<file path="src/rtl/icmp_probe_reply_classifier_assert.svh">
// Assertion macros used by the classifier top level.
`ifndef ICMP_PROBE_REPLY_CLASSIFIER_ASSERT_SVH
`define ICMP_PROBE_REPLY_CLASSIFIER_ASSERT_SVH

// Combinational property checked at every clock edge outside reset.
`define ICPR_ASSERT_COMB(label, cond, msg) \
    label: assert property (@(posedge i_clk) disable iff (!i_rst_n) (cond)) else $error(msg);

// Same-cycle implication checked outside reset.
`define ICPR_ASSERT_IMPL(label, ante, cons, msg) \
    label: assert property (@(posedge i_clk) disable iff (!i_rst_n) (ante) |-> (cons)) \
        else $error(msg);

`endif

</file>
<file path="src/rtl/icpr_pkg.sv">
// Shared types and constants for the ICMP probe reply classifier.
package icpr_pkg;

    localparam logic [2:0] VERDICT_IGNORED  = 3'd0;
    localparam logic [2:0] VERDICT_TIMXCEED = 3'd1;
    localparam logic [2:0] VERDICT_DEST     = 3'd2;
    localparam logic [2:0] VERDICT_UNREACH  = 3'd3;
    localparam logic [2:0] VERDICT_TIMEOUT  = 3'd4;

    localparam logic [7:0] TYPE_TIME_EXCEEDED = 8'd11;
    localparam logic [7:0] TYPE_DEST_UNREACH  = 8'd3;
    localparam logic [7:0] CODE_INTRANS       = 8'd0;
    localparam logic [7:0] CODE_PORT          = 8'd3;
    localparam logic [7:0] PROTO_UDP          = 8'd17;

    localparam logic [1:0] REG_SRC_PORT  = 2'd0;
    localparam logic [1:0] REG_BASE_PORT = 2'd1;
    localparam logic [1:0] REG_PROBE_SEQ = 2'd2;
    localparam logic [1:0] REG_TIMEOUT   = 2'd3;

    localparam logic [15:0] RST_BASE_PORT = 16'd33434;
    localparam logic [31:0] RST_TIMEOUT   = 32'd3;

    typedef struct packed {
        logic [15:0] src_port;
        logic [15:0] base_dst_port;
        logic [15:0] probe_seq;
        logic [31:0] timeout_ticks;
    } t_cfg;

    typedef struct packed {
        logic [2:0] verdict;
        logic [7:0] msg_type;
        logic [7:0] msg_code;
    } t_result;

endpackage

</file>
<file path="src/rtl/icpr_front.sv">
// Front end: byte capture, packet classification and tick timeout.
module icpr_front #(
    parameter int MAX_PKT_BYTES = 2048
) (
    input  logic             i_clk,
    input  logic             i_rst_n,
    input  icpr_pkg::t_cfg   i_cfg,
    input  logic             i_accept,
    input  logic             i_req_type,
    input  logic [7:0]       i_pkt_byte,
    input  logic             i_is_last,
    output logic             o_push,
    output icpr_pkg::t_result o_res
);
    import icpr_pkg::*;

    localparam int BW = $clog2(MAX_PKT_BYTES + 1);
    localparam int CW = (BW > 8) ? BW : 8;

    logic [BW-1:0] r_idx, n_idx;
    logic [5:0]    r_outer, n_outer, r_inner, n_inner;
    logic [7:0]    r_type, n_type, r_code, n_code, r_proto, n_proto;
    logic [15:0]   r_sport, n_sport, r_dport, n_dport;
    logic [31:0]   r_ticks, n_ticks;

    logic          cap;
    logic [CW-1:0] idx_c, pos_inner, pos_ports, len_c, outer_c, inner_c;
    logic [5:0]    hl_new, outer_eff, inner_eff;
    logic [31:0]   tick_inc;
    logic          valid_hdr, type_ok, len_ok, match;
    logic [2:0]    verdict;
    logic [15:0]   exp_dport;

    always_comb begin
        cap       = (r_idx < BW'(MAX_PKT_BYTES));
        idx_c     = CW'(r_idx);
        hl_new    = {i_pkt_byte[3:0], 2'b00};
        outer_eff = (cap && r_idx == '0) ? hl_new : r_outer;
        pos_inner = CW'(outer_eff) + CW'(8);
        inner_eff = (cap && idx_c == pos_inner) ? hl_new : r_inner;
        pos_ports = pos_inner + CW'(inner_eff);

        n_outer = outer_eff;
        n_inner = inner_eff;
        n_type  = (cap && idx_c == CW'(outer_eff)) ? i_pkt_byte : r_type;
        n_code  = (cap && idx_c == CW'(outer_eff) + CW'(1)) ? i_pkt_byte : r_code;
        n_proto = (cap && idx_c == pos_inner + CW'(9)) ? i_pkt_byte : r_proto;
        n_sport = r_sport;
        n_dport = r_dport;
        if (cap && idx_c == pos_ports)            n_sport[15:8] = i_pkt_byte;
        if (cap && idx_c == pos_ports + CW'(1))   n_sport[7:0]  = i_pkt_byte;
        if (cap && idx_c == pos_ports + CW'(2))   n_dport[15:8] = i_pkt_byte;
        if (cap && idx_c == pos_ports + CW'(3))   n_dport[7:0]  = i_pkt_byte;
        n_idx = cap ? r_idx + BW'(1) : r_idx;

        // classify on post-capture values
        len_c     = CW'(n_idx);
        outer_c   = CW'(n_outer);
        inner_c   = CW'(n_inner);
        exp_dport = i_cfg.base_dst_port + i_cfg.probe_seq;
        valid_hdr = (len_c >= outer_c + CW'(8));
        type_ok   = (n_type == TYPE_TIME_EXCEEDED && n_code == CODE_INTRANS) ||
                    (n_type == TYPE_DEST_UNREACH);
        len_ok    = (len_c >= outer_c + CW'(28)) &&
                    (len_c >= outer_c + inner_c + CW'(12));
        match     = (n_proto == PROTO_UDP) && (n_sport == i_cfg.src_port) &&
                    (n_dport == exp_dport);
        if (!(valid_hdr && type_ok && len_ok && match)) begin
            verdict = VERDICT_IGNORED;
        end else if (n_type == TYPE_TIME_EXCEEDED) begin
            verdict = VERDICT_TIMXCEED;
        end else if (n_code == CODE_PORT) begin
            verdict = VERDICT_DEST;
        end else begin
            verdict = VERDICT_UNREACH;
        end

        tick_inc = (r_ticks == '1) ? r_ticks : r_ticks + 32'd1;
        n_ticks  = r_ticks;
        o_push   = 1'b0;
        o_res    = '0;
        if (i_accept) begin
            if (i_req_type) begin
                n_ticks = tick_inc;
                if (tick_inc >= i_cfg.timeout_ticks) begin
                    n_ticks       = '0;
                    o_push        = 1'b1;
                    o_res.verdict = VERDICT_TIMEOUT;
                end
            end else if (i_is_last) begin
                o_push         = 1'b1;
                o_res.verdict  = verdict;
                o_res.msg_type = valid_hdr ? n_type : 8'd0;
                o_res.msg_code = valid_hdr ? n_code : 8'd0;
                if (verdict != VERDICT_IGNORED) n_ticks = '0;
            end
        end
    end

    always_ff @(posedge i_clk) begin
        if (!i_rst_n) begin
            r_idx   <= '0;
            r_outer <= '0;
            r_inner <= '0;
            r_type  <= '0;
            r_code  <= '0;
            r_proto <= '0;
            r_sport <= '0;
            r_dport <= '0;
            r_ticks <= '0;
        end else begin
            r_ticks <= n_ticks;
            if (i_accept && !i_req_type) begin
                if (i_is_last) begin
                    r_idx   <= '0;
                    r_outer <= '0;
                    r_inner <= '0;
                    r_type  <= '0;
                    r_code  <= '0;
                    r_proto <= '0;
                    r_sport <= '0;
                    r_dport <= '0;
                end else begin
                    r_idx   <= n_idx;
                    r_outer <= n_outer;
                    r_inner <= n_inner;
                    r_type  <= n_type;
                    r_code  <= n_code;
                    r_proto <= n_proto;
                    r_sport <= n_sport;
                    r_dport <= n_dport;
                end
            end
        end
    end

endmodule

</file>
<file path="src/rtl/icpr_fifo.sv">
// Two-entry result queue between front and back.
module icpr_fifo (
    input  logic              i_clk,
    input  logic              i_rst_n,
    input  logic              i_push,
    input  icpr_pkg::t_result i_data,
    input  logic              i_pop,
    output icpr_pkg::t_result o_data,
    output logic              o_empty,
    output logic              o_full
);
    import icpr_pkg::*;

    t_result    r_mem [2];
    logic       r_wp, r_rp;
    logic [1:0] r_cnt;

    assign o_empty = (r_cnt == 2'd0);
    assign o_full  = (r_cnt == 2'd2);
    assign o_data  = r_mem[r_rp];

    always_ff @(posedge i_clk) begin
        if (i_push) r_mem[r_wp] <= i_data;
    end

    always_ff @(posedge i_clk) begin
        if (!i_rst_n) begin
            r_wp  <= 1'b0;
            r_rp  <= 1'b0;
            r_cnt <= 2'd0;
        end else begin
            if (i_push) r_wp <= ~r_wp;
            if (i_pop)  r_rp <= ~r_rp;
            r_cnt <= r_cnt + 2'(i_push) - 2'(i_pop);
        end
    end

endmodule

</file>
<file path="src/rtl/icpr_back.sv">
// Back end: output register that presents queued results.
module icpr_back (
    input  logic              i_clk,
    input  logic              i_rst_n,
    input  logic              i_empty,
    input  icpr_pkg::t_result i_data,
    output logic              o_pop,
    input  logic              i_ready,
    output logic              o_valid,
    output icpr_pkg::t_result o_res
);
    import icpr_pkg::*;

    logic    r_valid;
    t_result r_res;

    assign o_pop   = !i_empty && (!r_valid || i_ready);
    assign o_valid = r_valid;
    assign o_res   = r_res;

    always_ff @(posedge i_clk) begin
        if (!i_rst_n) begin
            r_valid <= 1'b0;
        end else if (!r_valid || i_ready) begin
            r_valid <= !i_empty;
        end
    end

    always_ff @(posedge i_clk) begin
        if (o_pop) r_res <= i_data;
    end

endmodule

</file>
<file path="src/rtl/icmp_probe_reply_classifier.sv">
// Top level of the traceroute ICMPv4 reply classifier.
//
//  channel   handshake            payload
//  -------   ------------------   ----------------------------------------
//  request   i_valid / o_ready    i_req_type, i_pkt_byte, i_is_last
//  verdict   o_valid / i_ready    o_verdict, o_msg_type, o_msg_code
//  config    i_cfg_we             i_cfg_idx, i_cfg_data (no wait, no read)
//
// One request transaction per cycle while o_ready is high; each byte or
// tick is handled in the cycle it is accepted, bounded by the capture
// compare and classify path. A verdict is written to the queue at the
// accepting edge and then passes through the output register to o_valid.
// Reset is synchronous, active low, and clears captures, tick count,
// queue and registers (base port 33434, timeout 3 ticks).
// o_ready drops only when the two-entry queue is full.
module icmp_probe_reply_classifier #(
    parameter int MAX_PKT_BYTES = 2048
) (
    input  logic        i_clk,
    input  logic        i_rst_n,
    // request channel
    input  logic        i_valid,
    output logic        o_ready,
    input  logic        i_req_type,
    input  logic [7:0]  i_pkt_byte,
    input  logic        i_is_last,
    // verdict channel
    output logic        o_valid,
    input  logic        i_ready,
    output logic [2:0]  o_verdict,
    output logic [7:0]  o_msg_type,
    output logic [7:0]  o_msg_code,
    // configuration writes
    input  logic        i_cfg_we,
    input  logic [1:0]  i_cfg_idx,
    input  logic [31:0] i_cfg_data
);
    import icpr_pkg::*;

    `include "icmp_probe_reply_classifier_assert.svh"

    t_cfg    r_cfg;
    t_result w_push_res, w_q_res, w_out_res;
    logic    w_accept, w_push, w_pop, w_empty, w_full;

    // config registers; unused upper data bits are dropped
    always_ff @(posedge i_clk) begin
        if (!i_rst_n) begin
            r_cfg.src_port      <= '0;
            r_cfg.base_dst_port <= RST_BASE_PORT;
            r_cfg.probe_seq     <= '0;
            r_cfg.timeout_ticks <= RST_TIMEOUT;
        end else if (i_cfg_we) begin
            case (i_cfg_idx)
                REG_SRC_PORT:  r_cfg.src_port      <= i_cfg_data[15:0];
                REG_BASE_PORT: r_cfg.base_dst_port <= i_cfg_data[15:0];
                REG_PROBE_SEQ: r_cfg.probe_seq     <= i_cfg_data[15:0];
                REG_TIMEOUT:   r_cfg.timeout_ticks <= i_cfg_data;
                default: ;
            endcase
        end
    end

    // front stalls only on a full queue
    assign o_ready  = !w_full;
    assign w_accept = i_valid && o_ready;

    icpr_front #(
        .MAX_PKT_BYTES (MAX_PKT_BYTES)
    ) u_front (
        .i_clk      (i_clk),
        .i_rst_n    (i_rst_n),
        .i_cfg      (r_cfg),
        .i_accept   (w_accept),
        .i_req_type (i_req_type),
        .i_pkt_byte (i_pkt_byte),
        .i_is_last  (i_is_last),
        .o_push     (w_push),
        .o_res      (w_push_res)
    );

    icpr_fifo u_fifo (
        .i_clk   (i_clk),
        .i_rst_n (i_rst_n),
        .i_push  (w_push),
        .i_data  (w_push_res),
        .i_pop   (w_pop),
        .o_data  (w_q_res),
        .o_empty (w_empty),
        .o_full  (w_full)
    );

    icpr_back u_back (
        .i_clk   (i_clk),
        .i_rst_n (i_rst_n),
        .i_empty (w_empty),
        .i_data  (w_q_res),
        .o_pop   (w_pop),
        .i_ready (i_ready),
        .o_valid (o_valid),
        .o_res   (w_out_res)
    );

    assign o_verdict  = w_out_res.verdict;
    assign o_msg_type = w_out_res.msg_type;
    assign o_msg_code = w_out_res.msg_code;

    // every accepted last byte yields exactly one queued verdict
    `ICPR_ASSERT_IMPL(a_last_pushes, w_accept && !i_req_type && i_is_last, w_push, "last byte without verdict")
    // a timeout verdict never carries ICMP type or code
    `ICPR_ASSERT_IMPL(a_timeout_zero, o_valid && o_verdict == VERDICT_TIMEOUT, o_msg_type == 8'd0 && o_msg_code == 8'd0, "timeout with nonzero type/code")
    // nothing is pushed into a full queue
    `ICPR_ASSERT_COMB(a_no_overflow, !(w_push && w_full), "push into full queue")

endmodule

</file>
<file path="config.mk">
export PLATFORM = sky130hd
export DESIGN_NAME = icmp_probe_reply_classifier
export DESIGN_NICKNAME = d
export VERILOG_FILES = /design/src/rtl/icpr_pkg.sv /design/src/rtl/icpr_front.sv /design/src/rtl/icpr_fifo.sv /design/src/rtl/icpr_back.sv /design/src/rtl/icmp_probe_reply_classifier.sv
export VERILOG_INCLUDE_DIRS = /design/src /design/src/rtl
export SDC_FILE = /design/constraint.sdc
export NUM_CORES = 1
export LEC_CHECK = 0
export BUFFER_PORTS_ARGS = -buffer_cell sky130_fd_sc_hd__clkbuf_2
export CAP_MARGIN = 30
export CORE_UTILIZATION = 40
export DETAILED_ROUTE_END_ITERATION = 10
export PLACE_DENSITY_LB_ADDON = 0.2
export SLEW_MARGIN = 20
export SYNTH_ARGS = -nofsm -noshare
export SYNTH_HDL_FRONTEND = slang
export SYNTH_SLANG_ARGS = --single-unit
</file>
<file path="constraint.sdc">
create_clock -name i_clk -period 8.77 [get_ports i_clk]
set_input_delay 0.4385 -clock i_clk [delete_from_list [all_inputs] [get_ports i_clk]]
set_output_delay 0.4385 -clock i_clk [all_outputs]
set_load 0.02 [all_outputs]
</file>
==> qor.csv <==
metric,value,unit
status,"complete, no violations",
antenna_found_initial,0,
clkSinkCount,254,
synth_cells,1782,
cap_violations,0,
syn_area_per_cell,8.66,sq um
clock_latency,0.57,ns
synth_seq_area_share,36.7,%
clk_path_buf_depth,3,
leakagePower,6.82,nW
dp.final_hpwl,29400,um
synth_ff_type,dfxtp_1,
hold_buffers,0,
tightest_slew,0.930,ns
setup_viol,0,
row_count,71,
io_buffers,69,
grtUsageTotal,21.2,%
synth_warnings,0,
gr-total-overflow,0,
num_antenna_cells,0,
crit_fanout,17,
final_util,45.5,%
cp-start-kind,flip-flop,
start_util,40.8,%
grt_max_degree,101,
power_density,179,nW/um^2
post_cts_buffers,0,
first_pass_iters,6,
crit_type,reg -> reg,
yosysTopAreaCellShare,25.6,%
core_area,37800,sq um
finalHoldViolCount,0,
min_period,8.07,ns
synth_edf_count,57,
drt_iter0_markers,909,
synth-seq-cells,254,
wire_per_inst,17.6,um
die_area,39400,sq um
dp_slack,0.715,ns
critical_path_required,9.22,ns
layout-drive-gt1-share,11.6,%
drv_slew,0,
synth_top_area_cell,dfxtp_1,
cts_buffers,30,
worstHoldPathType,in -> reg,
crit_family,simple AND/OR/NAND/NOR gates,
cp-end-kind,flip-flop,
worst_slack,0.698,ns
cp.arrival,8.53,ns
max_slew_margin,37.9,%
detail-route-antenna-nets,0,
cp_cell_sequence,or4_4 -> nor4_4 -> mux2_2 -> inv_1 -> ha_1 -> xor2_1 -> nand4_1 -> and2_1 -> ha_1 -> a211oi_1 -> nor3_1 -> a311oi_1 -> xnor2_1 -> o311ai_0 -> nor3_2 -> mux2i_1 -> xor2_1 -> o2111ai_1 -> or4_4 -> nor4_4 -> a21oi_2 -> buf_4 -> a22o_1,
synthArstFlopShare,0,%
nFillCells,3766,
routed_wl,41300,um
synthTopCellsByArea,"dfxtp_1 26%, edfxtp_1 11%, ha_1 7.5%, nand2_1 6.5%, a21boi_0 4.0%",
path_clk_slew,0.06,ns
viasPerCell,5.47,
synth_cell_types,83,
clockRootBuffer,clkbuf_16,
pin_count,70,
fmax,124,MHz
slowest_delay,0.63,ns
period_share,92.0,%
tns,0,ns
gp_congestion,0.900,
fp.dieW,198,um
clock_skew,0.0139,ns
path_buf_inv,2,
grt_pass1_vias,12300,
syn_to_final_growth,11.5,%
ir_drop,0.154,mV
cts_resized,0,
grt_setup_unrepaired,no,
chipHeight,198,um
nets,1957,
syn-num-nets,1925,
cts_tree,done,
grt_pass1_wl,66300,um
vias,12800,
cts-htree-levels,1,
drcViolationCount,0,
syn_area,15400,sq um
crit_slowest_cell,or4_4,
[cells in the final DEF (no fill, tap or decap), drive strengths merged, types with 57 or more instances in the layout]
cell type and n:
nor2b 70, ha 92, edfxtp 57, inv 74
nand2 267, a21boi 82, o21ai 70, dfxtp 197
clkbuf 110, nor2 85, xnor2 69, a21oi 64
[registers in the layout (all words and copies together), names as in the netlist]
name             count
u_fifo.r_rp          1
u_front.r_inner      6
u_fifo.r_cnt         2
u_fifo.r_mem        38
u_fifo.r_wp          1
u_back.o_res        19
u_front.idx_c       12
u_front.r_type       8
u_front.r_outer      6
u_front.r_sport     16
u_front.r_dport     16
u_back.o_valid       1
u_front.r_ticks     32
u_front.r_proto      8
u_front.r_code       8
r_cfg               80
[path summary, 6_finish.rpt]
kind,from,to,slack [ns],depth (start not counted)
worst max-delay path,u_front.idx_c[8],u_front.r_ticks[23],0.70,23
worst min-delay path,i_cfg_data[26],r_cfg[26],0.10,3
worst max register to register,u_front.idx_c[8],u_front.r_ticks[23],0.70,23
worst min register to register,u_front.r_inner[1],u_front.r_inner[1],0.43,2
[cells in the mapped netlist, types with 57 or more instances]
cell type and count:
nor2b_1 70, nor2_1 85, a21boi_0 82, dfxtp_1 197, xnor2_1 68, inv_1 71
ha_1 92, nand2_1 267, o21ai_0 63, edfxtp_1 57, a21oi_1 63, clkbuf_1 78
[metrics by stage]
step / std cells / instance area, sq um / total power, mW / hold slack [ns]
after floorplan: 1782 / 15400 / 1.71 / 0.404
after global placement: 2288 / 16200 / 1.87 / 0.423
after detailed placement: 2291 / 16200 / 1.88 / 0.427
after CTS: 2344 / 17200 / 3.12 / 0.0802
after global routing: 2346 / 17200 / 3.23 / 0.0924
final: 2346 / 17200 / 3.08 / 0.104
[metal layers]
layer	vias to the layer above	routed length [um]	global-route usage [%]
met5	-	0	0
met1	6097	19700	28.8
li1	6357	-	-
met4	0	1190	6.80
met3	77	1990	2.88
met2	309	18500	34.7
[power breakdown]
part,total (mW),internal (mW),switching (mW)
combinational,0.538,0.208,0.329
sequential,1.32,1.28,0.0400
clock,1.23,0.727,0.503
[cell families (layout without fill, tap and decap cells)]
kind of cell / after synthesis / after routing / synth area share (%)
buf+inv: 168 / 221 / 4.36
mux: 73 / 73 / 5.05
flops: 254 / 254 / 36.7
simple gates: 692 / 692 / 22.4
fa+ha+maj: 94 / 94 / 7.72
compound gates: 403 / 403 / 18.1
xor+xnor: 98 / 98 / 5.70
[tightest hold or removal path, cell delays in order]
cell	delay, ns
clkbuf_2	0.08
nand2_1	0.04
a21boi_0	0.06
[layout make-up]
cell class | instances | area, sq um | area share [%]
multi-input cells | 1360 | 9120 | 53.0
clock buffers | 42 | 847 | 4.92
inverters | 73 | 274 | 1.59
well taps | 511 | 639 | 3.72
repair buffers | 95 | 559 | 3.25
clock inverters | 11 | 111 | 0.647
flip-flops and latches | 254 | 5660 | 32.9
Note: power is estimated with default switching activity, not from simulation.
